$ cat config.mk
export PLATFORM = sky130hd
export DESIGN_NAME = multi_queue_dispatch_engine_flat
export DESIGN_NICKNAME = d
export VERILOG_FILES = /design/src/hw/rtl/mqd_pkg.sv /design/src/hw/rtl/mqd_if.sv /design/src/hw/rtl/mqd_ram.sv /design/src/hw/rtl/mqd_ctrl.sv /design/src/hw/rtl/mqd_dp.sv /design/src/hw/rtl/multi_queue_dispatch_engine.sv /design/src/flat_wrapper.sv
export SDC_FILE = /design/constraint.sdc
export NUM_CORES = 2
export LEC_CHECK = 0
export ABC_AREA = 1
export BUFFER_PORTS_ARGS = -buffer_cell sky130_fd_sc_hd__buf_4
export CORE_AREA = 2 2 533 535
export DETAILED_ROUTE_END_ITERATION = 16
export DIE_AREA = 0 0 535 537
export GPL_TIMING_DRIVEN = 1
export PLACE_DENSITY = 0.47
export SLEW_MARGIN = 20
export SYNTH_ARGS = -nofsm -noshare
export SYNTH_HDL_FRONTEND = slang
export SYNTH_SLANG_ARGS = --single-unit
$ cat constraint.sdc
create_clock -name clk -period 13.86 [get_ports clk]
set_input_delay 0.693 -clock clk [delete_from_list [all_inputs] [get_ports clk]]
set_output_delay 0.693 -clock clk [all_outputs]
set_load 0.1 [all_outputs]
$ cat src/hw/rtl/mqd_pkg.sv
`default_nettype none

package mqd_pkg;

	// defaults for the top-level parameters
	localparam int NUM_QUEUES_DEF   = 4;
	localparam int QUEUE_DEPTH_DEF  = 16;
	localparam int HANDLE_WIDTH_DEF = 32;

	// fixed field and register widths
	localparam int PROTO_W    = 3;
	localparam int MASK_W     = 4;
	localparam int LIMIT_W    = 5;
	localparam int NUM_LIMITS = 4;
	localparam int CFG_IDX_W  = 3;
	localparam int CFG_DATA_W = 5;

	localparam logic [LIMIT_W-1:0] LIMIT_RESET = LIMIT_W'(16);

	localparam logic STATUS_OK     = 1'b0;
	localparam logic STATUS_REJECT = 1'b1;

	typedef enum logic [CFG_IDX_W-1:0] {
		REG_ENABLE_MASK = 3'd0,
		REG_LIMIT_Q0    = 3'd1,
		REG_LIMIT_Q1    = 3'd2,
		REG_LIMIT_Q2    = 3'd3,
		REG_LIMIT_Q3    = 3'd4
	} cfg_reg_t;

	typedef enum logic [1:0] {
		ST_IDLE,
		ST_EVAL,
		ST_DRAIN
	} state_t;

	// controller to datapath
	typedef struct packed {
		logic accept;    // latch the incoming request
		logic append;    // store handle at tail, bump occupancy
		logic emit_ack;  // load accept/reject result
		logic issue;     // read at head, drop occupancy
		logic deliver;   // load drained handle result
		logic last;      // the delivered handle is the final one
	} mqd_cmd_t;

	// datapath to controller
	typedef struct packed {
		logic ok;
		logic kind;
		logic slot_free;
		logic occ_zero;
		logic occ_one;
	} mqd_sts_t;

endpackage

`default_nettype wire

$ cat src/hw/rtl/mqd_if.sv
`default_nettype none

interface mqd_req_if #(
	parameter int HANDLE_WIDTH = 32
);
	logic                    valid;
	logic                    ready;
	logic                    kind;
	logic [2:0]              proto;
	logic [HANDLE_WIDTH-1:0] item_handle;

	modport source (output valid, kind, proto, item_handle, input ready);
	modport sink   (input valid, kind, proto, item_handle, output ready);
endinterface

interface mqd_res_if #(
	parameter int HANDLE_WIDTH = 32
);
	logic                    valid;
	logic                    ready;
	logic                    status;
	logic                    delivered;
	logic [HANDLE_WIDTH-1:0] out_handle;
	logic [2:0]              out_proto;
	logic                    last;

	modport source (output valid, status, delivered, out_handle, out_proto, last, input ready);
	modport sink   (input valid, status, delivered, out_handle, out_proto, last, output ready);
endinterface

`default_nettype wire

$ cat src/hw/rtl/mqd_ram.sv
`default_nettype none

module mqd_ram #(
	parameter int WIDTH = 32,
	parameter int DEPTH = 64
) (
	input  wire logic                     clk,
	input  wire logic                     we,
	input  wire logic [$clog2(DEPTH)-1:0] waddr,
	input  wire logic [WIDTH-1:0]         wdata,
	input  wire logic                     re,
	input  wire logic [$clog2(DEPTH)-1:0] raddr,
	output      logic [WIDTH-1:0]         rdata
);

	logic [WIDTH-1:0] mem_q [DEPTH];

	always_ff @(posedge clk) begin
		if (we) begin
			mem_q[waddr] <= wdata;
		end
		if (re) begin
			rdata <= mem_q[raddr];
		end
	end

endmodule

`default_nettype wire

$ cat src/hw/rtl/mqd_ctrl.sv
`default_nettype none

module mqd_ctrl
	import mqd_pkg::*;
(
	input  wire logic     clk,
	input  wire logic     arst_n,
	input  wire logic     req_valid,
	output      logic     req_ready,
	input  wire mqd_sts_t sts,
	output      mqd_cmd_t cmd
);

	state_t state_q, state_d;
	logic   pend_q, pend_d;   // a read is in the ram output register
	logic   last_q, last_d;

	always_ff @(posedge clk or negedge arst_n) begin
		if (!arst_n) begin
			state_q <= ST_IDLE;
			pend_q  <= 1'b0;
			last_q  <= 1'b0;
		end else begin
			state_q <= state_d;
			pend_q  <= pend_d;
			last_q  <= last_d;
		end
	end

	always_comb begin
		state_d   = state_q;
		pend_d    = pend_q;
		last_d    = last_q;
		req_ready = 1'b0;
		cmd       = '0;
		cmd.last  = last_q;
		case (state_q)
			ST_IDLE: begin
				req_ready  = 1'b1;
				cmd.accept = req_valid;
				if (req_valid) begin
					state_d = ST_EVAL;
				end
			end
			ST_EVAL: begin
				if (sts.ok && sts.kind) begin
					cmd.append = 1'b1;
					state_d    = ST_DRAIN;
				end else if (sts.slot_free) begin
					cmd.append   = sts.ok;
					cmd.emit_ack = 1'b1;
					state_d      = ST_IDLE;
				end
			end
			ST_DRAIN: begin
				cmd.issue   = !sts.occ_zero && (!pend_q || sts.slot_free);
				cmd.deliver = pend_q && sts.slot_free;
				pend_d      = cmd.issue || (pend_q && !sts.slot_free);
				if (cmd.issue) begin
					last_d = sts.occ_one;
				end
				if (cmd.deliver && last_q) begin
					state_d = ST_IDLE;
				end
			end
			default: begin
				state_d = ST_IDLE;
				pend_d  = 1'b0;
			end
		endcase
	end

endmodule

`default_nettype wire

$ cat src/hw/rtl/mqd_dp.sv
`default_nettype none

module mqd_dp
	import mqd_pkg::*;
#(
	parameter int NUM_QUEUES   = NUM_QUEUES_DEF,
	parameter int QUEUE_DEPTH  = QUEUE_DEPTH_DEF,
	parameter int HANDLE_WIDTH = HANDLE_WIDTH_DEF
) (
	input  wire logic                    clk,
	input  wire logic                    arst_n,
	input  wire logic                    cfg_we,
	input  wire logic [CFG_IDX_W-1:0]    cfg_idx,
	input  wire logic [CFG_DATA_W-1:0]   cfg_wdata,
	input  wire logic                    req_kind,
	input  wire logic [PROTO_W-1:0]      req_proto,
	input  wire logic [HANDLE_WIDTH-1:0] req_handle,
	input  wire logic                    res_ready,
	output      logic                    res_valid,
	output      logic                    res_status,
	output      logic                    res_delivered,
	output      logic [HANDLE_WIDTH-1:0] res_handle,
	output      logic [PROTO_W-1:0]      res_proto,
	output      logic                    res_last,
	input  wire mqd_cmd_t                cmd,
	output      mqd_sts_t                sts
);

	localparam int QIW    = (NUM_QUEUES > 1) ? $clog2(NUM_QUEUES) : 1;
	localparam int QSLOTS = 2 ** QIW;
	localparam int PW     = $clog2(QUEUE_DEPTH);
	localparam int OW     = $clog2(QUEUE_DEPTH + 1);
	localparam int CW     = (OW > LIMIT_W) ? OW : LIMIT_W;
	localparam int AW     = $clog2(NUM_QUEUES * QUEUE_DEPTH);

	logic [MASK_W-1:0]       enable_q;
	logic [LIMIT_W-1:0]      limit_q [NUM_LIMITS];
	logic [PW-1:0]           head_q  [QSLOTS];
	logic [PW-1:0]           tail_q  [QSLOTS];
	logic [OW-1:0]           occ_q   [QSLOTS];

	logic                    kind_q;
	logic [PROTO_W-1:0]      proto_q;
	logic [HANDLE_WIDTH-1:0] handle_q;

	logic [QIW-1:0]          qi;
	logic [CW-1:0]           lim_w, eff_w;
	logic                    ok_w;
	logic [AW-1:0]           base_w, waddr_w, raddr_w;
	logic [HANDLE_WIDTH-1:0] rdata_w;
	logic                    slot_free_w, load_w;

	// configuration registers
	always_ff @(posedge clk or negedge arst_n) begin
		if (!arst_n) begin
			enable_q <= '0;
			for (int i = 0; i < NUM_LIMITS; i++) begin
				limit_q[i] <= LIMIT_RESET;
			end
		end else if (cfg_we) begin
			case (cfg_idx)
				REG_ENABLE_MASK: enable_q   <= cfg_wdata[MASK_W-1:0];
				REG_LIMIT_Q0:    limit_q[0] <= cfg_wdata[LIMIT_W-1:0];
				REG_LIMIT_Q1:    limit_q[1] <= cfg_wdata[LIMIT_W-1:0];
				REG_LIMIT_Q2:    limit_q[2] <= cfg_wdata[LIMIT_W-1:0];
				REG_LIMIT_Q3:    limit_q[3] <= cfg_wdata[LIMIT_W-1:0];
				default: ;
			endcase
		end
	end

	// latched request
	always_ff @(posedge clk) begin
		if (cmd.accept) begin
			kind_q   <= req_kind;
			proto_q  <= req_proto;
			handle_q <= req_handle;
		end
	end

	assign qi = proto_q[QIW-1:0];

	// admission check
	always_comb begin
		lim_w = CW'(limit_q[proto_q[1:0]]);
		if (lim_w == '0 || lim_w > CW'(QUEUE_DEPTH)) begin
			eff_w = CW'(QUEUE_DEPTH);
		end else begin
			eff_w = lim_w;
		end
		ok_w = (proto_q < PROTO_W'(NUM_QUEUES)) && (handle_q != '0) &&
			enable_q[proto_q[1:0]] && (CW'(occ_q[qi]) < eff_w);
	end

	// ring pointers and occupancy
	always_ff @(posedge clk or negedge arst_n) begin
		if (!arst_n) begin
			for (int i = 0; i < QSLOTS; i++) begin
				head_q[i] <= '0;
				tail_q[i] <= '0;
				occ_q[i]  <= '0;
			end
		end else if (cmd.append) begin
			tail_q[qi] <= (tail_q[qi] == PW'(QUEUE_DEPTH - 1)) ? '0 : tail_q[qi] + 1'b1;
			occ_q[qi]  <= occ_q[qi] + 1'b1;
		end else if (cmd.issue) begin
			head_q[qi] <= (head_q[qi] == PW'(QUEUE_DEPTH - 1)) ? '0 : head_q[qi] + 1'b1;
			occ_q[qi]  <= occ_q[qi] - 1'b1;
		end
	end

	assign base_w  = AW'(AW'(qi) * AW'(QUEUE_DEPTH));
	assign waddr_w = base_w + AW'(tail_q[qi]);
	assign raddr_w = base_w + AW'(head_q[qi]);

	mqd_ram #(
		.WIDTH (HANDLE_WIDTH),
		.DEPTH (NUM_QUEUES * QUEUE_DEPTH)
	) u_store (
		.clk   (clk),
		.we    (cmd.append),
		.waddr (waddr_w),
		.wdata (handle_q),
		.re    (cmd.issue),
		.raddr (raddr_w),
		.rdata (rdata_w)
	);

	// result register
	assign slot_free_w = !res_valid || res_ready;
	assign load_w      = cmd.emit_ack || cmd.deliver;

	always_ff @(posedge clk or negedge arst_n) begin
		if (!arst_n) begin
			res_valid <= 1'b0;
		end else if (load_w) begin
			res_valid <= 1'b1;
		end else if (res_ready) begin
			res_valid <= 1'b0;
		end
	end

	always_ff @(posedge clk) begin
		if (load_w) begin
			res_status    <= (cmd.emit_ack && !ok_w) ? STATUS_REJECT : STATUS_OK;
			res_delivered <= cmd.deliver;
			res_handle    <= cmd.deliver ? rdata_w : '0;
			res_proto     <= proto_q;
			res_last      <= cmd.emit_ack || cmd.last;
		end
	end

	assign sts.ok        = ok_w;
	assign sts.kind      = kind_q;
	assign sts.slot_free = slot_free_w;
	assign sts.occ_zero  = (occ_q[qi] == '0);
	assign sts.occ_one   = (occ_q[qi] == OW'(1));

endmodule

`default_nettype wire

$ cat src/hw/rtl/multi_queue_dispatch_engine.sv
`default_nettype none

// multi-queue dispatch engine: one bounded ring queue of handles per protocol,
// all queues sharing one handle ram of NUM_QUEUES*QUEUE_DEPTH entries. a
// request with kind 0 appends its handle and returns one result (status 0 =
// accepted, 1 = rejected, last set). a request with kind 1 appends the same
// way and, if accepted, drains the whole queue oldest first, one delivered
// result per handle, last set on the final one; a rejected dispatch returns a
// single reject result. a request is rejected when proto is not a queue, the
// handle is zero, the protocol is not enabled or the queue is at its limit
// (limit 0 or above the depth means full depth). one request is worked at a
// time: a queue request is accepted, then checked and stored; a dispatch then
// drains the handle ram (a registered read) at one handle per cycle while the
// result register is free. the result register lets the next request in while
// a result still waits. the user must make config writes only while idle; the
// block leaves it to the user: index 0 enable_mask, 1..4 limit of queue 0..3.

module multi_queue_dispatch_engine
	import mqd_pkg::*;
#(
	parameter int NUM_QUEUES   = NUM_QUEUES_DEF,
	parameter int QUEUE_DEPTH  = QUEUE_DEPTH_DEF,
	parameter int HANDLE_WIDTH = HANDLE_WIDTH_DEF
) (
	input  wire logic                  clk,
	input  wire logic                  arst_n,
	mqd_req_if.sink                    req,
	mqd_res_if.source                  res,
	input  wire logic                  cfg_we,
	input  wire logic [CFG_IDX_W-1:0]  cfg_idx,
	input  wire logic [CFG_DATA_W-1:0] cfg_wdata
);

	mqd_cmd_t cmd;
	mqd_sts_t sts;
	logic     ready_w;

	assign req.ready = ready_w;

	// sequencer: idle / check and store / drain
	mqd_ctrl u_ctrl (
		.clk       (clk),
		.arst_n    (arst_n),
		.req_valid (req.valid),
		.req_ready (ready_w),
		.sts       (sts),
		.cmd       (cmd)
	);

	// queue state, handle ram and result register
	mqd_dp #(
		.NUM_QUEUES   (NUM_QUEUES),
		.QUEUE_DEPTH  (QUEUE_DEPTH),
		.HANDLE_WIDTH (HANDLE_WIDTH)
	) u_dp (
		.clk           (clk),
		.arst_n        (arst_n),
		.cfg_we        (cfg_we),
		.cfg_idx       (cfg_idx),
		.cfg_wdata     (cfg_wdata),
		.req_kind      (req.kind),
		.req_proto     (req.proto),
		.req_handle    (req.item_handle),
		.res_ready     (res.ready),
		.res_valid     (res.valid),
		.res_status    (res.status),
		.res_delivered (res.delivered),
		.res_handle    (res.out_handle),
		.res_proto     (res.out_proto),
		.res_last      (res.last),
		.cmd           (cmd),
		.sts           (sts)
	);

endmodule

`default_nettype wire

$ cat src/flat_wrapper.sv
// flat-port wrapper written by rule: the top's interface ports become plain ports
module multi_queue_dispatch_engine_flat import mqd_pkg::*;
#(
	parameter int NUM_QUEUES   = NUM_QUEUES_DEF,
	parameter int QUEUE_DEPTH  = QUEUE_DEPTH_DEF,
	parameter int HANDLE_WIDTH = HANDLE_WIDTH_DEF
)
  (clk, arst_n, cfg_we, cfg_idx, cfg_wdata, req_valid, req_kind, req_proto, req_item_handle, req_ready, res_valid, res_status, res_delivered, res_out_handle, res_out_proto, res_last, res_ready);
  mqd_req_if #(.HANDLE_WIDTH(HANDLE_WIDTH)) req_i ();
  mqd_res_if #(.HANDLE_WIDTH(HANDLE_WIDTH)) res_i ();
  input  wire logic clk;
  input  wire logic arst_n;
  input  wire logic cfg_we;
  input  wire logic [CFG_IDX_W-1:0] cfg_idx;
  input  wire logic [CFG_DATA_W-1:0] cfg_wdata;
  input wire logic [$bits(req_i.valid)-1:0] req_valid;
  input wire logic [$bits(req_i.kind)-1:0] req_kind;
  input wire logic [$bits(req_i.proto)-1:0] req_proto;
  input wire logic [$bits(req_i.item_handle)-1:0] req_item_handle;
  output wire logic [$bits(req_i.ready)-1:0] req_ready;
  output wire logic [$bits(res_i.valid)-1:0] res_valid;
  output wire logic [$bits(res_i.status)-1:0] res_status;
  output wire logic [$bits(res_i.delivered)-1:0] res_delivered;
  output wire logic [$bits(res_i.out_handle)-1:0] res_out_handle;
  output wire logic [$bits(res_i.out_proto)-1:0] res_out_proto;
  output wire logic [$bits(res_i.last)-1:0] res_last;
  input wire logic [$bits(res_i.ready)-1:0] res_ready;
  assign req_i.valid = req_valid;
  assign req_i.kind = req_kind;
  assign req_i.proto = req_proto;
  assign req_i.item_handle = req_item_handle;
  assign req_ready = req_i.ready;
  assign res_valid = res_i.valid;
  assign res_status = res_i.status;
  assign res_delivered = res_i.delivered;
  assign res_out_handle = res_i.out_handle;
  assign res_out_proto = res_i.out_proto;
  assign res_last = res_i.last;
  assign res_i.ready = res_ready;
  multi_queue_dispatch_engine #(.NUM_QUEUES(NUM_QUEUES), .QUEUE_DEPTH(QUEUE_DEPTH), .HANDLE_WIDTH(HANDLE_WIDTH)) u_core (.clk(clk), .arst_n(arst_n), .req(req_i), .res(res_i), .cfg_we(cfg_we), .cfg_idx(cfg_idx), .cfg_wdata(cfg_wdata));
endmodule
==> impl_metrics.json <==
{
  "ant_nets": 0,
  "drv_slew": 0,
  "critical-path-top-delay-family": "simple AND/OR/NAND/NOR gates",
  "status": "finished, final reports clean",
  "hold_viol": 0,
  "grt_pass1_vias": 63572,
  "crit_slowest_cell": "nor2_4",
  "cts_buffer_depth": 4,
  "cp.buffers_inverters": 2,
  "worstSetupPathType": "flop to flop",
  "clkLatencyLatePin_ns": 0.92,
  "drc": 0,
  "post_cts_buffers": 0,
  "crit_chain": "nand2_1, inv_2, buf_4, a22o_1, a221oi_1, nand4_1, ha_1, or2_2, ha_1, a21oi_1, nor2_1, nor2_1, nand2_1, nor2_4, nand2_1, nor2_2, nand2_1, nor2_4",
  "cp.required_ns": 14.36,
  "ys_seq_area_frac": 0.680,
  "dp_hpwl_um": 173000,
  "power.density_nw_per_um2": 177,
  "synth.area.top_cells": "edfxtp_1, nand3_1, nand3b_1",
  "netlist_area_um2": 98100,
  "start_util": 0.349,
  "hold_path.class": "input pin to flop",
  "hold_start": "cfg_wdata[4]",
  "cp_max_fo": 50,
  "ir_drop_v": 0.000126,
  "placeableCoreArea_um2": 281000,
  "seq_area_um2": 66700,
  "worstSetupStartpoint": "u_core.u_dp.proto_q[0]",
  "grt.overflow.total": 0,
  "arrival_ns": 7.00,
  "cp_slowest_stage_delay_ns": 0.98,
  "final_common_cell": "edfxtp_1",
  "skew_ns": 0.0424,
  "grt_max_degree": 171,
  "worst-r2r-cell-count": 18,
  "cts_buffers": 248,
  "cts_resized": 0,
  "path_common_cell": "nand2_1",
  "die_h_um": 537,
  "dieArea_um2": 287000,
  "rsz0062_at_grt": "no",
  "r2r_end": "u_core.u_dp.u_store.mem_q[21][26]",
  "multi_input_area_um2": 24700,
  "final-setup-viol-count": 0,
  "fillers": 26881,
  "die_x_um": 535,
  "cts_tree": "done",
  "grt_pass1_wl_um": 451000,
  "crit_path_start_kind": "flop",
  "io_buffer_count": 88,
  "relSlewSlack": 0.213,
  "synth_cells": 8808,
  "worstMarginPinSlew_ns": 1.18,
  "fp-row-count": 195,
  "tns_ns": 0,
  "gp_congestion": 0.830,
  "nets": 8872,
  "antenna_found_initial": 22,
  "cts.sinks": 2235,
  "vias": 65465,
  "synth_area_per_cell_um2": 11.1,
  "synth_top_area_cell": "edfxtp_1",
  "regToRegSetupSlack_ns": 7.36,
  "ys_seq_elements": 2235,
  "wire_per_inst_um": 24.5,
  "cts_max_level": 4,
  "firstDrtPassIters": 8,
  "wl_um": 313000,
  "yosysWarningCount": 0,
  "clkTransAtPathRegs_ns": 0.06,
  "layout_common_cells": "edfxtp_1, nand3_1, nand2_1",
  "leakagePower_nw": 42.1,
  "synth_nets": 8868,
  "yosys.area.top_type_share": 0.659,
  "r2r_start": "u_core.u_dp.proto_q[0]",
  "drtIter0Drc": 7193,
  "setup.worst_path.end_class": "flop",
  "track_usage": 0.214,
  "syn2layout_area_growth_pct": 13.6,
  "path_depth": 18,
  "max_freq_ghz": 0.154,
  "drive_gt1_frac": 0.0809,
  "cap_violations": 0,
  "layout_min_cycle_time_ns": 6.50,
  "synth_cell_types": 37,
  "endpoint": "u_core.u_dp.u_store.mem_q[21][26]",
  "io_pins": 89,
  "cts_root_buf": "clkbuf_16",
  "period_share": 0.469,
  "final_core_util": 0.396,
  "vias_per_cell": 5.13
}
[worst min path at each step]
stage                                         end  cells past startpoint
final                      u_core.u_dp.limit_q[4]                      3
after global routing      u_core.u_dp.limit_q[19]                      3
after CTS                 u_core.u_dp.limit_q[14]                      3
after detailed placement    u_core.u_dp.occ_q[17]                      2
after global placement      u_core.u_dp.occ_q[17]                      2
after floorplan                         async pin                      0
[cell type report]
type / instances / share of cell area
repair buffers: 308 / 0.0250
flip-flops and latches: 2235 / 0.598
diodes: 10 / 0.000224
inverters: 1253 / 0.0423
multi-input cells: 4766 / 0.222
clock inverters: 139 / 0.0116
well taps: 3743 / 0.0420
clock buffers: 313 / 0.0588
[sequential cells by signal, summed over array words and instances, names as in the netlist, named ones only]
| signal | count |
|---|---|
| u_core.u_ctrl.last_q | 1 |
| u_core.u_dp.res_status | 1 |
| u_core.u_dp.tail_q | 16 |
| u_core.u_dp.res_proto | 3 |
| u_core.u_dp.handle_q | 32 |
| u_core.u_dp.enable_q | 4 |
| u_core.u_dp.res_last | 1 |
| u_core.u_ctrl.pend_q | 1 |
| u_core.u_dp.head_q | 16 |
| u_core.u_dp.limit_q | 20 |
| u_core.u_dp.proto_q | 3 |
| u_core.u_dp.kind_q | 1 |
| u_core.u_dp.u_store.rdata | 32 |
| u_core.u_ctrl.state_q | 2 |
| u_core.u_dp.res_delivered | 1 |
| u_core.u_dp.res_handle | 32 |
| u_core.u_dp.res_valid | 1 |
| u_core.u_dp.u_store.mem_q | 2048 |
| u_core.u_dp.occ_q | 16 |
[layer usage]
layer,part of all wire,up-vias,track usage
li1,-,30102,-
met1,0.44,32834,0.301
met2,0.46,2109,0.338
met3,0.068,416,0.0337
met4,0.031,4,0.0692
met5,0.000083,-,0
[worst min-delay path, delay by kind of cell]
family,cells,cell delay (ns)
buf+inv,2,0.21
compound gates,1,0.10
[repair_timing]
action,in CTS,in global routing
hold endpoints to repair,40,0
setup endpoints to repair,0,0
hold buffers,37,0
[cells in the mapped netlist, drive strengths merged]
master,n
nand3b,935
nand3,1820
ha,11
a31o,1
o31ai,1
o211ai,8
nor2,184
a221oi,4
clkbuf,130
o22ai,3
xnor2,1
dfrtp,77
buf,424
a22o,5
nand2,1671
or2,8
a21oi,6
nand4,17
o21ai,80
nor3,4
a22oi,1
and2,1
xor2,5
edfxtp,2154
inv,1251
clkinv,2
dfstp,4
[report_power, final]
group | total [mW] | internal (mW) | switching (mW)
Combinational | 5.29 | 1.15 | 4.14
Clock | 6.48 | 3.75 | 2.74
Sequential | 7.95 | 7.86 | 0.0913
[cell families (layout without fill, tap and decap cells)]
| kind of cell | count (synthesis) | after routing | share of synthesized area |
|---|---|---|---|
| AND/OR/NAND/NOR | 4640 | 4640 | 0.238 |
| flip-flops | 2235 | 2235 | 0.680 |
| buffers and inverters | 1807 | 2013 | 0.0739 |
| AO/OA/AOI/OAI | 109 | 109 | 0.00624 |
| adder cells (fa/ha/maj) | 11 | 11 | 0.00140 |
| XOR/XNOR | 6 | 6 | 0.000536 |
| other | 0 | 10 | 0 |
[metrics by stage]
step                hold WS [ns]  total power, mW  area (um^2)  instances  worst slack, ns
detailed placement         0.465             13.3       103000      12256             7.25
floorplan                  0.397             11.2        98100       8808             8.39
CTS                       0.0529             19.8       111000      12745             7.23
global placement           0.467             13.3       103000      12251             7.38
finish                     0.137             19.7       111000      12767             7.36
global route              0.0973             20.5       111000      12758             6.97
(Power assumes the default switching activity.)
